$ cat src/hdl/pode_pkg.sv
// Package for the offset and drift estimator: constants, types and helper functions.
package pode_pkg;

    localparam int STAMP_BITS      = 63;
    localparam int DRIFT_FRAC_BITS = 32;
    localparam int STAMP_W         = 63;
    localparam int DIFF_W          = STAMP_W + 1;
    localparam int OUT_W           = 63;
    localparam int DRIFT_W         = 32;
    localparam int MAG_W           = 63;
    localparam int DIV_STEPS       = MAG_W + DRIFT_FRAC_BITS;
    localparam int DIV_CNT_W       = $clog2(DIV_STEPS + 1);
    localparam int QUEUE_DEPTH     = 2;
    localparam int QUEUE_IDX_W     = $clog2(QUEUE_DEPTH);
    localparam int QUEUE_CNT_W     = $clog2(QUEUE_DEPTH + 1);

    localparam logic [STAMP_W-1:0] STAMP_MASK =
        STAMP_W'((65'd1 << STAMP_BITS) - 65'd1);

    typedef enum logic [1:0] {
        FUNC_T1 = 2'd0,
        FUNC_T2 = 2'd1,
        FUNC_T3 = 2'd2,
        FUNC_T4 = 2'd3
    } t_func;

    typedef struct packed {
        logic signed [DIFF_W-1:0] dms;
        logic signed [DIFF_W-1:0] dsm;
        logic [STAMP_W-1:0]       t1;
    } t_job;

    typedef struct packed {
        logic full;
        logic empty;
    } t_q_stat;

    typedef enum logic [2:0] {
        B_IDLE,
        B_DLY,
        B_OFF,
        B_DEN,
        B_MAG,
        B_DIV,
        B_PUSH
    } t_back_state;

    // Clamp a wide signed value to the signed 62-bit magnitude range.
    function automatic logic signed [OUT_W-1:0] sat_out(input logic signed [DIFF_W+1:0] x);
        logic signed [DIFF_W+1:0] hi;
        logic signed [DIFF_W+1:0] lo;
        hi = (DIFF_W+2)'((66'sd1 <<< (OUT_W - 1)) - 66'sd1);
        lo = -hi - (DIFF_W+2)'(1);
        if (x > hi) begin
            return OUT_W'(hi);
        end else if (x < lo) begin
            return OUT_W'(lo);
        end
        return OUT_W'(x);
    endfunction

endpackage

$ cat src/hdl/pode_if.sv
// Channel interfaces for timestamp transactions in and estimate transactions out.
interface pode_in_if;
    logic        valid;
    logic        ready;
    logic [1:0]  func;
    logic [62:0] stamp;

    modport source(output valid, output func, output stamp, input ready);
    modport sink(input valid, input func, input stamp, output ready);
endinterface

interface pode_out_if;
    logic               valid;
    logic               ready;
    logic signed [62:0] clock_offset;
    logic signed [62:0] path_delay;
    logic signed [31:0] drift_q32;
    logic               drift_invalid;

    modport source(output valid, output clock_offset, output path_delay,
                   output drift_q32, output drift_invalid, input ready);
    modport sink(input valid, input clock_offset, input path_delay,
                 input drift_q32, input drift_invalid, output ready);
endinterface

$ cat src/hdl/pode_queue.sv
// Two-entry job queue between the front and back parts.
module pode_queue (
    input  logic            i_clk,
    input  logic            i_rst_n,
    input  logic            i_push,
    input  pode_pkg::t_job  i_job,
    input  logic            i_pop,
    output pode_pkg::t_job  o_job,
    output pode_pkg::t_q_stat o_stat
);
    import pode_pkg::*;

    t_job                   r_mem [QUEUE_DEPTH];
    logic [QUEUE_IDX_W-1:0] r_wr;
    logic [QUEUE_IDX_W-1:0] r_rd;
    logic [QUEUE_CNT_W-1:0] r_cnt;
    logic                   do_push;
    logic                   do_pop;

    assign o_stat.full  = (r_cnt == QUEUE_CNT_W'(QUEUE_DEPTH));
    assign o_stat.empty = (r_cnt == '0);
    assign do_push      = i_push && !o_stat.full;
    assign do_pop       = i_pop && !o_stat.empty;
    assign o_job        = r_mem[r_rd];

    always_ff @(posedge i_clk) begin
        if (do_push) begin
            r_mem[r_wr] <= i_job;
        end
    end

    always_ff @(posedge i_clk) begin
        if (!i_rst_n) begin
            r_wr  <= '0;
            r_rd  <= '0;
            r_cnt <= '0;
        end else begin
            if (do_push) begin
                r_wr <= (r_wr == QUEUE_IDX_W'(QUEUE_DEPTH - 1)) ? '0 : r_wr + 1'b1;
            end
            if (do_pop) begin
                r_rd <= (r_rd == QUEUE_IDX_W'(QUEUE_DEPTH - 1)) ? '0 : r_rd + 1'b1;
            end
            case ({do_push, do_pop})
                2'b10:   r_cnt <= r_cnt + 1'b1;
                2'b01:   r_cnt <= r_cnt - 1'b1;
                default: r_cnt <= r_cnt;
            endcase
        end
    end
endmodule

$ cat src/hdl/pode_front.sv
// Front part: accepts timestamps, keeps T1 to T3 and issues a job on each T4.
module pode_front (
    input  logic              i_clk,
    input  logic              i_rst_n,
    pode_in_if.sink           i_in,
    input  pode_pkg::t_q_stat i_stat,
    output logic              o_push,
    output pode_pkg::t_job    o_job
);
    import pode_pkg::*;

    logic [STAMP_W-1:0] r_t1;
    logic [STAMP_W-1:0] r_t2;
    logic [STAMP_W-1:0] r_t3;
    logic [STAMP_W-1:0] stamp_m;
    logic               take;

    assign i_in.ready = !i_stat.full;
    assign take       = i_in.valid && i_in.ready;
    assign stamp_m    = i_in.stamp & STAMP_MASK;

    // Both one-way delays are formed here so the job carries everything the back needs.
    assign o_job.dms = $signed({1'b0, r_t2}) - $signed({1'b0, r_t1});
    assign o_job.dsm = $signed({1'b0, stamp_m}) - $signed({1'b0, r_t3});
    assign o_job.t1  = r_t1;
    assign o_push    = take && (t_func'(i_in.func) == FUNC_T4);

    always_ff @(posedge i_clk) begin
        if (!i_rst_n) begin
            r_t1 <= '0;
            r_t2 <= '0;
            r_t3 <= '0;
        end else if (take) begin
            unique case (t_func'(i_in.func))
                FUNC_T1: r_t1 <= stamp_m;
                FUNC_T2: r_t2 <= stamp_m;
                FUNC_T3: r_t3 <= stamp_m;
                default: r_t1 <= r_t1;
            endcase
        end
    end
endmodule

$ cat src/hdl/pode_back.sv
// Back part: offset, delay and the bit-serial drift division, with the output register.
module pode_back (
    input  logic             i_clk,
    input  logic             i_rst_n,
    input  pode_pkg::t_job   i_job,
    input  pode_pkg::t_q_stat i_stat,
    output logic             o_pop,
    pode_out_if.source       o_out
);
    import pode_pkg::*;

    t_back_state r_state;
    t_back_state n_state;

    t_job                     r_job;
    logic signed [DIFF_W-1:0] r_delay;
    logic signed [OUT_W-1:0]  r_offset;
    logic signed [OUT_W-1:0]  r_delay_sat;
    logic signed [OUT_W-1:0]  r_prev_offset;
    logic [STAMP_W-1:0]       r_prev_t1;
    logic signed [DIFF_W-1:0] r_dnum;
    logic signed [DIFF_W-1:0] r_dden;
    logic                     r_neg;
    logic                     r_invalid;
    logic [DIV_STEPS-1:0]     r_dividend;
    logic [MAG_W-1:0]         r_divisor;
    logic [MAG_W-1:0]         r_rem;
    logic [DRIFT_W-1:0]       r_quot;
    logic                     r_over;
    logic [DIV_CNT_W-1:0]     r_cnt;

    logic                     r_valid;
    logic signed [OUT_W-1:0]  r_o_offset;
    logic signed [OUT_W-1:0]  r_o_delay;
    logic signed [DRIFT_W-1:0] r_o_drift;
    logic                     r_o_invalid;

    logic                     slot_free;
    logic                     load_out;
    logic signed [DIFF_W:0]   sum;
    logic signed [DIFF_W+1:0] off_full;
    logic [MAG_W:0]           trial;
    logic                     qbit;
    logic                     over_f;
    logic signed [DRIFT_W-1:0] drift_v;
    logic [DIFF_W-1:0]        num_abs;
    logic [DIFF_W-1:0]        den_abs;

    assign slot_free = !r_valid || o_out.ready;

    always_comb begin
        n_state = r_state;
        unique case (r_state)
            B_IDLE:  if (!i_stat.empty) n_state = B_DLY;
            B_DLY:   n_state = B_OFF;
            B_OFF:   n_state = B_DEN;
            B_DEN:   n_state = B_MAG;
            B_MAG:   n_state = (r_dden == '0) ? B_PUSH : B_DIV;
            B_DIV:   if (r_cnt == DIV_CNT_W'(DIV_STEPS - 1)) n_state = B_PUSH;
            B_PUSH:  if (slot_free) n_state = B_IDLE;
            default: n_state = B_IDLE;
        endcase
    end

    always_comb begin
        o_pop    = 1'b0;
        load_out = 1'b0;
        unique case (r_state)
            B_IDLE:  o_pop = !i_stat.empty;
            B_PUSH:  load_out = slot_free;
            default: begin
                o_pop    = 1'b0;
                load_out = 1'b0;
            end
        endcase
    end

    // Floor of half the sum: an arithmetic shift of the exact 65-bit sum.
    assign sum      = (DIFF_W+1)'(r_job.dms) + (DIFF_W+1)'(r_job.dsm);
    assign off_full = (DIFF_W+2)'(r_job.dms) - (DIFF_W+2)'(r_delay);
    assign num_abs  = r_dnum[DIFF_W-1] ? DIFF_W'(-r_dnum) : DIFF_W'(r_dnum);
    assign den_abs  = r_dden[DIFF_W-1] ? DIFF_W'(-r_dden) : DIFF_W'(r_dden);

    // One restoring step per cycle; the remainder always stays below the divisor.
    assign trial = {r_rem, r_dividend[DIV_STEPS-1]};
    assign qbit  = (trial >= {1'b0, r_divisor});

    // Any quotient bit at or above the sign position means the drift saturates.
    assign over_f  = r_over || r_quot[DRIFT_W-1];
    always_comb begin
        if (r_invalid) begin
            drift_v = '0;
        end else if (over_f) begin
            drift_v = r_neg ? {1'b1, {(DRIFT_W-1){1'b0}}} : {1'b0, {(DRIFT_W-1){1'b1}}};
        end else begin
            drift_v = r_neg ? -$signed(r_quot) : $signed(r_quot);
        end
    end

    always_ff @(posedge i_clk) begin
        if (o_pop) begin
            r_job <= i_job;
        end
        case (r_state)
            B_DLY: r_delay <= DIFF_W'(sum >>> 1);
            B_OFF: begin
                r_offset    <= sat_out(off_full);
                r_delay_sat <= sat_out((DIFF_W+2)'(r_delay));
            end
            B_DEN: begin
                r_dnum <= DIFF_W'(r_offset) - DIFF_W'(r_prev_offset);
                r_dden <= $signed({1'b0, r_job.t1}) - $signed({1'b0, r_prev_t1});
            end
            B_MAG: begin
                r_neg      <= r_dnum[DIFF_W-1] ^ r_dden[DIFF_W-1];
                r_invalid  <= (r_dden == '0);
                r_dividend <= {num_abs[MAG_W-1:0], {DRIFT_FRAC_BITS{1'b0}}};
                r_divisor  <= den_abs[MAG_W-1:0];
                r_rem      <= '0;
                r_quot     <= '0;
                r_over     <= 1'b0;
                r_cnt      <= '0;
            end
            B_DIV: begin
                r_rem      <= qbit ? MAG_W'(trial - {1'b0, r_divisor}) : trial[MAG_W-1:0];
                r_dividend <= {r_dividend[DIV_STEPS-2:0], 1'b0};
                r_quot     <= {r_quot[DRIFT_W-2:0], qbit};
                r_over     <= r_over || r_quot[DRIFT_W-1];
                r_cnt      <= r_cnt + 1'b1;
            end
            default: r_cnt <= r_cnt;
        endcase
        if (load_out) begin
            r_o_offset  <= r_offset;
            r_o_delay   <= r_delay_sat;
            r_o_drift   <= drift_v;
            r_o_invalid <= r_invalid;
        end
    end

    always_ff @(posedge i_clk) begin
        if (!i_rst_n) begin
            r_state       <= B_IDLE;
            r_valid       <= 1'b0;
            r_prev_offset <= '0;
            r_prev_t1     <= '0;
        end else begin
            r_state <= n_state;
            if (load_out) begin
                r_valid <= 1'b1;
            end else if (o_out.ready) begin
                r_valid <= 1'b0;
            end
            if (r_state == B_DEN) begin
                r_prev_offset <= r_offset;
                r_prev_t1     <= r_job.t1;
            end
        end
    end

    assign o_out.valid         = r_valid;
    assign o_out.clock_offset  = r_o_offset;
    assign o_out.path_delay    = r_o_delay;
    assign o_out.drift_q32     = r_o_drift;
    assign o_out.drift_invalid = r_o_invalid;
endmodule

$ cat src/hdl/ptp_offset_drift_estimator.sv
// A T4 transaction gives its estimate after the job queue, the setup steps (pop, delay, offset,
// denominator, magnitudes), 95 divide steps (none for a zero T1 interval) and one load of the
// result register. The back finishes one exchange before it pops the next from the queue.
// T1, T2 and T3 transactions are taken one per cycle while the two-entry job queue has room.
// Reset (synchronous, active low) zeroes the stored stamps, previous offset and previous T1.
// A result held in the output register stalls the back only once the next estimate is ready.
module ptp_offset_drift_estimator (
    input  logic        i_clk,
    input  logic        i_rst_n,
    pode_in_if.sink     i_in,
    pode_out_if.source  o_out
);
    import pode_pkg::*;

    // The front stores timestamps and turns each T4 into a job holding both
    // one-way delays and the T1 it was measured against. Snapshotting T1 here
    // lets a new T1 arrive while the back is still working on the old exchange.
    t_job    front_job;
    t_job    head_job;
    t_q_stat q_stat;
    logic    push;
    logic    pop;

    pode_front u_front (
        .i_clk   (i_clk),
        .i_rst_n (i_rst_n),
        .i_in    (i_in),
        .i_stat  (q_stat),
        .o_push  (push),
        .o_job   (front_job)
    );

    // The queue lets the front keep taking transactions during a division.
    pode_queue u_queue (
        .i_clk   (i_clk),
        .i_rst_n (i_rst_n),
        .i_push  (push),
        .i_job   (front_job),
        .i_pop   (pop),
        .o_job   (head_job),
        .o_stat  (q_stat)
    );

    // The back computes the delay and saturated offset, then the drift as a
    // fixed-point quotient, and owns the output register.
    pode_back u_back (
        .i_clk   (i_clk),
        .i_rst_n (i_rst_n),
        .i_job   (head_job),
        .i_stat  (q_stat),
        .o_pop   (pop),
        .o_out   (o_out)
    );
endmodule
$ cat src/flat_wrapper.sv
// flat-port wrapper written by rule: the top's interface ports become plain ports
module ptp_offset_drift_estimator_flat import pode_pkg::*;
  (i_clk, i_rst_n, i_in_valid, i_in_func, i_in_stamp, i_in_ready, o_out_valid, o_out_clock_offset, o_out_path_delay, o_out_drift_q32, o_out_drift_invalid, o_out_ready);
  pode_in_if i_in_i ();
  pode_out_if o_out_i ();
  input  logic i_clk;
  input  logic i_rst_n;
  input wire logic [$bits(i_in_i.valid)-1:0] i_in_valid;
  input wire logic [$bits(i_in_i.func)-1:0] i_in_func;
  input wire logic [$bits(i_in_i.stamp)-1:0] i_in_stamp;
  output wire logic [$bits(i_in_i.ready)-1:0] i_in_ready;
  output wire logic [$bits(o_out_i.valid)-1:0] o_out_valid;
  output wire logic [$bits(o_out_i.clock_offset)-1:0] o_out_clock_offset;
  output wire logic [$bits(o_out_i.path_delay)-1:0] o_out_path_delay;
  output wire logic [$bits(o_out_i.drift_q32)-1:0] o_out_drift_q32;
  output wire logic [$bits(o_out_i.drift_invalid)-1:0] o_out_drift_invalid;
  input wire logic [$bits(o_out_i.ready)-1:0] o_out_ready;
  assign i_in_i.valid = i_in_valid;
  assign i_in_i.func = i_in_func;
  assign i_in_i.stamp = i_in_stamp;
  assign i_in_ready = i_in_i.ready;
  assign o_out_valid = o_out_i.valid;
  assign o_out_clock_offset = o_out_i.clock_offset;
  assign o_out_path_delay = o_out_i.path_delay;
  assign o_out_drift_q32 = o_out_i.drift_q32;
  assign o_out_drift_invalid = o_out_i.drift_invalid;
  assign o_out_i.ready = o_out_ready;
  ptp_offset_drift_estimator u_core (.i_clk(i_clk), .i_rst_n(i_rst_n), .i_in(i_in_i), .o_out(o_out_i));
endmodule
$ cat config.mk
export PLATFORM = sky130hd
export DESIGN_NAME = ptp_offset_drift_estimator_flat
export DESIGN_NICKNAME = d
export VERILOG_FILES = /design/src/hdl/pode_pkg.sv /design/src/hdl/pode_if.sv /design/src/hdl/pode_queue.sv /design/src/hdl/pode_front.sv /design/src/hdl/pode_back.sv /design/src/hdl/ptp_offset_drift_estimator.sv /design/src/flat_wrapper.sv
export SDC_FILE = /design/constraint.sdc
export NUM_CORES = 2
export LEC_CHECK = 0
export BUFFER_PORTS_ARGS = -buffer_cell sky130_fd_sc_hd__buf_4
export CAP_MARGIN = 20
export CORE_UTILIZATION = 40
export DETAILED_ROUTE_END_ITERATION = 12
export GPL_ROUTABILITY_DRIVEN = 0
export PLACE_DENSITY_LB_ADDON = 0.1
export SLEW_MARGIN = 25
export SYNTH_ARGS = -nofsm -noshare
export SYNTH_HDL_FRONTEND = slang
export SYNTH_SLANG_ARGS = --single-unit
$ cat constraint.sdc
create_clock -name i_clk -period 26.2 [get_ports i_clk]
set_input_delay 2.62 -clock i_clk [delete_from_list [all_inputs] [get_ports i_clk]]
set_output_delay 2.62 -clock i_clk [all_outputs]
set_load 0.02 [all_outputs]
---- Word-level counts from Yosys, hierarchy flattened ----
Memory sizes are Yosys's and may differ from the RTL's. A register that Yosys moved wholly into a read port is not among the register bits.
Cells that the tools add are included.
storage, ports and cells
  output and inout port bits .............. 161
  ROM bits ................................ 0
  latch bits .............................. 0
  memories ................................ 1
  input bits .............................. 69
  register bits ........................... 1063
  logic and storage cells ................. 122
  RAM bits ................................ 382
memory list
  memory                words  width  rd ports  clocked after memory_dff  wr ports  RTL line          text
  u_core.u_queue.r_mem  2      191    1         1                         1         pode_queue.sv:13  t_job r_mem [QUEUE_DEPTH];
cells by class
  shift operators ......................... 0
  multipliers ............................. 0
  equality and inequality tests ........... 16
  divide/modulo/power cells ............... 0
  add/sub/neg operators ................... 15
  mux-type cells .......................... 37
  bitwise logic cells ..................... 1
  magnitude comparators ................... 5
  reductions and logical operators ........ 20
operators by type and width
  cell                  count
  $mux 63               9
  $sub 63x63->64        4
  $pmux 95 s2           1
  $neg 63->63           2
  $pmux 63 s2           1
  $mux 32               3
  $add 64x64->65        1
  $gt 65x63->1 const B  1
  $lt 65x63->1 const B  1
  $sub 64x64->65        1
  $ge 64x63->1          1
  $gt 64x63->1 const B  1
  $logic_not 64->1      1
  $lt 64x63->1 const B  1
  $pmux 32 s2           1
  $sub 63x63->63        1
  $neg 32->32           1
  $pmux 3 s7            1
  $mux 1                14
  $pmux 7 s2            1
  $eq 3x3->1 const B    3
  $mux 3                3
  $eq 2x2->1 const B    4
  $add 7x1->7 const B   1
  other kinds (20)      36

---- Depth between registers and ports, before layout ----
  depth after elaboration ................. 7
  mapped depth ............................ 18
  gate-level depth less buffers ........... 16

---- By module ----
From an unflattened synthesis, not the netlist that was laid out.
second synthesis, totals
  cell total of the unflattened synthesis .. 8220
  area, all modules ....................... 85996.2 µm²
modules (own cells, without submodules)
  module      cells each  seq. area each (µm²)  times used  area each (µm²)
  pode_back   5555        29598.4               1           57312.5
  pode_front  2045        3783.6                1           14720.4
  pode_queue  620         11571.1               1           13963.4

---- Worst setup path after synthesis ----
OpenSTA, ideal clock, no wires.
  path kind ............................... flip-flop to flip-flop
  start point ............................. register u_core.u_back.r_state[1]
  end point ............................... register u_core.u_queue.r_cnt[1]
  slack ................................... 4.433 ns
  data arrival time ....................... 21.692 ns
  buffers on the path ..................... 1
  period minus slack after synthesis ...... 21.767 ns
  data required time ...................... 26.124 ns
  stages on the path, launching flop included .. 6
  library setup time ...................... 0.076 ns
  cell sequence ........................... dfxtp_1 > clkbuf_1 > nor4_1 > ha_1 > or3_1 > a21boi_0
between the ends
  longest elaborated chain between the ends .. 5
  elaborated cells on any way between the ends .. 7
  classes of those cells .................. eq/ne: 2; mux: 2; reduce/logical: 3
ends and longest elaborated chain
  what                                                    RTL line                          text
  start: declaration                                      pode_back.sv:12                   t_back_state r_state;
  start signal: assignment                                pode_back.sv:148                  r_state <= n_state;
  $logic_not 3->1 *                                       pode_back.sv:68                   unique case (r_state)
  $mux 1 *                                                pode_back.sv:68
  named net u_core.pop                                    ptp_offset_drift_estimator.sv:22  logic pop;
  $logic_and 1x1->1 *                                     pode_queue.sv:23                  assign do_pop = i_pop && !o_stat.empty;
  $eq 2x1->1 / $eq 2x2->1 (equally long branches)         pode_queue.sv:44                  case ({do_push, do_pop})
  $pmux 2 s2 / $reduce_bool 2->1 (equally long branches)  n/a
  end signal: assignment                                  pode_queue.sv:45                  2'b10: r_cnt <= r_cnt + 1'b1;
  end signal: assignment                                  pode_queue.sv:46                  2'b01: r_cnt <= r_cnt - 1'b1;
  end signal: assignment                                  pode_queue.sv:47                  default: r_cnt <= r_cnt;
  end: declaration                                        pode_queue.sv:16                  logic [QUEUE_CNT_W-1:0] r_cnt;
The timed path passes the listed nets; every way through them passes the cells marked *.
A chain may end at the register's enable or synchronous reset.

==> results by stage <==
Run status:
- The run finished with clean final reports.

Clocking:
- The hold buffer count at cts is 0.
- Clock-pin slew was measured on the worst setup and hold paths at around 60 ps.
- TritonCTS built the clock tree.
- The total number of clock tree sinks is ~1600.
- The source-to-sink clock delay at the later pin of the worst-skew pair is 820 ps.
- The maximum clock path buffer count is 3.
- The number of buffers inserted by post-CTS setup repair is 0.
- The number of resized instances in the post-cts repair step is 0.
- The root buffer cell is sky130_fd_sc_hd__clkbuf_16.
- The clock buffer count from CTS is 179.
- CTS built an H-tree with a depth of 4.

Synthesis:
- The total of flip-flops plus latches after synthesis is approximately 1600.
- In the post-synthesis netlist, the biggest area contributors are sky130_fd_sc_hd__edfxtp_1, sky130_fd_sc_hd__dfxtp_1, sky130_fd_sc_hd__ha_1.
- The share of flip-flops with an asynchronous set or reset after synthesis is 0%.
- The fraction of the yosys area taken by sequential cells is between 50 and 60%.
- Synthesis produced a netlist with a net count of 8464.
- Counting distinct cell types in the post-synthesis netlist gives 71.
- The count of flip-flops with a built-in enable after synthesis is approximately 1300.
- A synthesized cell averages 10.6 µm².
- The cell area after technology mapping is approximately 84000 µm².
- The top cell type by area accounts for 45.8% of the synthesized area.
- The Yosys step of the flow raised 0 warnings.
- The most used flip-flop cell after synthesis is sky130_fd_sc_hd__edfxtp_1.
- Summed over all instances, the cell type with the most area after synthesis is sky130_fd_sc_hd__edfxtp_1.
- The synthesized netlist cell count is around 7900.

Worst setup path:
- The first element of the critical path is i_in_stamp[0].
- The register-to-register setup slack is just over 20000 ps.
- The category of the worst setup path capture point is a register.
- At the worst endpoint, the required time is approximately 27000 ps.
- Traced cell by cell, the critical path runs through buf_4, inv_1, ha_1, fa_1, nor2b_1, o21ai_0, nor3b_1, o211ai_1, a31o_2, a21o_1, a31oi_1, o221ai_1, o21ai_0, o21ai_0, a211o_1, a31oi_1, xnor2_1.
- The worst endpoint data arrival time is ~6800 ps.
- The delay of the slowest cell on the worst path is around 460 ps.
- The most numerous cell type found on the critical path is sky130_fd_sc_hd__o21ai_0.
- The path length in cells of the critical path is 17.
- The worst-path cell with the longest stage delay is sky130_fd_sc_hd__o21ai_0.
- The most critical setup path has its endpoint at u_core.u_queue.r_mem[0][125]$_DFFE_PP_.
- The type of element launching the critical path is a primary input.
- The setup path with the least slack is of type primary input to register.
- In this run the worst path has a maximum fanout of 5.
- The endpoint of the lowest-slack register-to-register path is u_core.u_back.r_offset[12]$_DFFE_PP_.
- The startpoint of the worst-slack reg-to-reg timing path is u_core.u_back.r_delay[0]$_DFFE_PP_.
- Broken down by cell family, the worst path's largest delay share belongs to compound AO/OA/AOI/OAI gates.
- The worst register-to-register path has a depth of 16.
- The critical path contains buffers and inverters numbering 2 combined.

Floorplan:
- The overall die area is 212000 µm².
- The core region is around 210000 µm².
- The number of core rows is approximately 170.
- The die is around 460 µm wide.
- The count of pins on the block boundary is 230.
- The height of the chip is between 400 and 500 µm.
- Once the floorplan was initialized, standard cells occupied roughly two fifths of the core.

Finish:
- In the final layout, the share of cells above drive strength 1 is 9.79%.
- Leaving out fill and tap cells, the most frequent cell in the layout is sky130_fd_sc_hd__edfxtp_1.
- Relative to the synthesized area, the layout overhead comes to 12.4%.
- In the layout the commonest cells are sky130_fd_sc_hd__edfxtp_1, sky130_fd_sc_hd__nand2_1, sky130_fd_sc_hd__nor2_1.
- The final net count is around 8600.

Power:
- The share of total power in sequential cells is about 39%.
- Of the total power, the share spent switching nets is 36.1%.
- The leakage power summed over all cells is ~0.034 µW.
- In this run, the combinational gates consume 35.3% of the power.
- VDD sags by at most between 0.09 and 0.1 mV.
- For this design the ratio of total power to cell area is 103 nW/µm².
- Per report_power, the clock group accounts for 26.1% of the total.
- The internal power contribution is about 6000 µW.
- In this run the power spent charging and discharging nets is between 3000 and 4000 µW.

Timing:
- At the pin with the least slew margin, the transition time is approximately 1000 ps.
- In the finished design, the share of the clock period the worst path needs comes to between 20% and 30%.
- The post-route worst hold slack is about 410 ps.
- Setup repair after global routing left no endpoint under its margin.
- The number of slew-limit violations in the final report came to 0.
- The count of final setup violators is 0.
- The time the final worst path needs with I/O delays and setup is about 6300 ps.
- The count of endpoints failing hold in the final timing report was 0.
- Timing would allow up to 159 MHz.
- The aggregate negative setup slack is 0 ps.
- The clock arrives with ~34 ps of skew.
- Headroom to the max-slew limit came out at between 30% and 40%.

Detailed routing:
- The count of routing violations after the opening detailed-route iteration is approximately 4000.
- After detailed routing, the total wire length is 223000 µm.
- In this run the remaining antenna-violating nets after routing total 0.
- The via count is about 58000.
- The average vias per placed instance is ~5.3.
- In the final routed layout, each cell accounts on average for approximately 20 µm.
- The first-pass detailed-route iteration total is 8.
- After detailed routing, the number of remaining DRC violations is 0.

Placed design:
- After legalization and detailed placement, the total HPWL measured between 150000 and 200000 µm.
- Buffers placed on the I/O ports in this run total 229.

Global route:
- The largest net degree at the start of global routing is ~140.
- The number of antenna violations at the first check in global routing is 9.
- The via count of the first global-routing pass was approximately 56000.
- After global routing the overflow that remains totals 0.
- The first global-routing pass estimated 341000 µm of wire.
- The combined global-route utilization of all metal layers is a little over a fifth.

Worst hold path:
- The path class of the lowest-slack min-delay path is register to register.

Run:
- The number of max-cap violations is 0.
==> power groups by stage <==
stage          clock network, µW  registers, µW  logic (µW)
2_1_floorplan                  0           3660        2510
3_3_place_gp                   0           3790        3390
3_5_place_dp                   0           3790        3400
4_1_cts                     2590           3740        3420
5_1_grt                     2680           3770        3800
6_report                    2530           3740        3420
==> per-layer routing <==
metal  share of wire (%)  track usage, %  vias to the layer above
met4                 2.3            5.64                        0
met2                  46            33.7                     1190
met5                   0               0                        -
met3                 3.7            2.37                      274
li1                    -               -                    28700
met1                  48            29.5                    27900
==> worst register-to-register path, cell delays in order (launching register included) <==
cell and delay (ps):
sky130_fd_sc_hd__edfxtp_1 600, sky130_fd_sc_hd__ha_1 320, sky130_fd_sc_hd__fa_1 400, sky130_fd_sc_hd__nor2b_1 180, sky130_fd_sc_hd__o31ai_1 130, sky130_fd_sc_hd__a21oi_1 270, sky130_fd_sc_hd__o211ai_1 240, sky130_fd_sc_hd__o31a_1 370
sky130_fd_sc_hd__o21ai_0 430, sky130_fd_sc_hd__a311o_1 380, sky130_fd_sc_hd__a21oi_1 190, sky130_fd_sc_hd__o41ai_1 540, sky130_fd_sc_hd__a41oi_1 210, sky130_fd_sc_hd__xnor2_1 270, sky130_fd_sc_hd__o21ai_4 390, sky130_fd_sc_hd__buf_4 420
sky130_fd_sc_hd__o21ai_0 220
==> per-stage QoR <==
stage / utilization [%] / setup WS, ps / cell area (µm²) / power, µW / std cells
CTS: 45.4 / 19980 / 94300 / 9750 / 11000
global route: 45.4 / 19700 / 94400 / 10200 / 11000
finish: 45.4 / 19910 / 94400 / 9680 / 11000
global placement: 42.5 / 19190 / 88400 / 7170 / 10700
detailed placement: 42.5 / 19100 / 88400 / 7190 / 10700
floorplan: - / 4430 / 84000 / 6160 / 7940
==> worst min path at each step <==
| stage | start | to | slack [ps] | cells after the start |
|---|---|---|---|---|
| global route | u_core.u_back.r_delay_sat[44]$_DFFE_PP_ | u_core.u_back.o_out.path_delay[44]$_DFFE_PP_ | 400 | 0 |
| floorplan | u_core.u_back.r_delay_sat[0]$_DFFE_PP_ | u_core.u_back.o_out.path_delay[0]$_DFFE_PP_ | 400 | 0 |
| global placement | u_core.u_back.r_delay_sat[10]$_DFFE_PP_ | u_core.u_back.o_out.path_delay[10]$_DFFE_PP_ | 410 | 0 |
| finish | u_core.u_back.r_delay_sat[44]$_DFFE_PP_ | u_core.u_back.o_out.path_delay[44]$_DFFE_PP_ | 410 | 0 |
| CTS | u_core.u_back.r_delay_sat[44]$_DFFE_PP_ | u_core.u_back.o_out.path_delay[44]$_DFFE_PP_ | 410 | 0 |
| detailed placement | u_core.u_back.r_delay_sat[6]$_DFFE_PP_ | u_core.u_back.o_out.path_delay[6]$_DFFE_PP_ | 410 | 0 |
==> layout make-up <==
class	instances	area, µm²
fillers	19500	114000
flip-flops and latches	1604	44900
multi-input cells	5481	36000
clock buffers	234	4940
well taps	2788	3490
repair buffers	278	2130
inverters	514	1940
clock inverters	93	975
diodes	6	15.0
==> sequential cells by signal, summed over array words and instances (netlist names), 64 cells and up <==
signal / flops
u_core.u_back.r_job: 191
u_core.u_back.r_dden: 64
u_core.u_back.r_delay: 64
u_core.u_queue.r_mem: 382
u_core.u_back.r_dnum: 64
==> cell usage after synthesis (70+ instances only) <==
| cell type | count |
|---|---|
| sky130_fd_sc_hd__a21o_1 | 235 |
| sky130_fd_sc_hd__o21a_1 | 72 |
| sky130_fd_sc_hd__ha_1 | 448 |
| sky130_fd_sc_hd__o21ai_0 | 446 |
| sky130_fd_sc_hd__edfxtp_1 | 1281 |
| sky130_fd_sc_hd__o31ai_1 | 73 |
| sky130_fd_sc_hd__xor2_1 | 219 |
| sky130_fd_sc_hd__nor3_1 | 71 |
| sky130_fd_sc_hd__a21oi_1 | 509 |
| sky130_fd_sc_hd__nand4_1 | 73 |
| sky130_fd_sc_hd__nand3_1 | 108 |
| sky130_fd_sc_hd__mux2_2 | 191 |
| sky130_fd_sc_hd__and3_1 | 70 |
| sky130_fd_sc_hd__inv_1 | 514 |
| sky130_fd_sc_hd__dfxtp_1 | 323 |
| sky130_fd_sc_hd__clkbuf_1 | 324 |
| sky130_fd_sc_hd__a21boi_0 | 329 |
| sky130_fd_sc_hd__nor2_1 | 539 |
| sky130_fd_sc_hd__xnor2_1 | 329 |
| sky130_fd_sc_hd__nand2_1 | 1074 |
==> kinds of logic (layout without fill, tap and decap cells) <==
logic type | count (synthesis) | in the layout | share of synthesized area (%)
AO/OA/AOI/OAI | 2033 | 2033 | 15.6
XOR/XNOR | 548 | 548 | 5.72
adder cells (fa/ha/maj) | 456 | 456 | 6.86
buffers and inverters | 855 | 1119 | 3.83
flip-flops | 1604 | 1604 | 53.5
multiplexers | 204 | 204 | 2.72
other | 0 | 6 | 0
AND/OR/NAND/NOR | 2240 | 2240 | 11.8
Power figures use the tool's default switching activity.
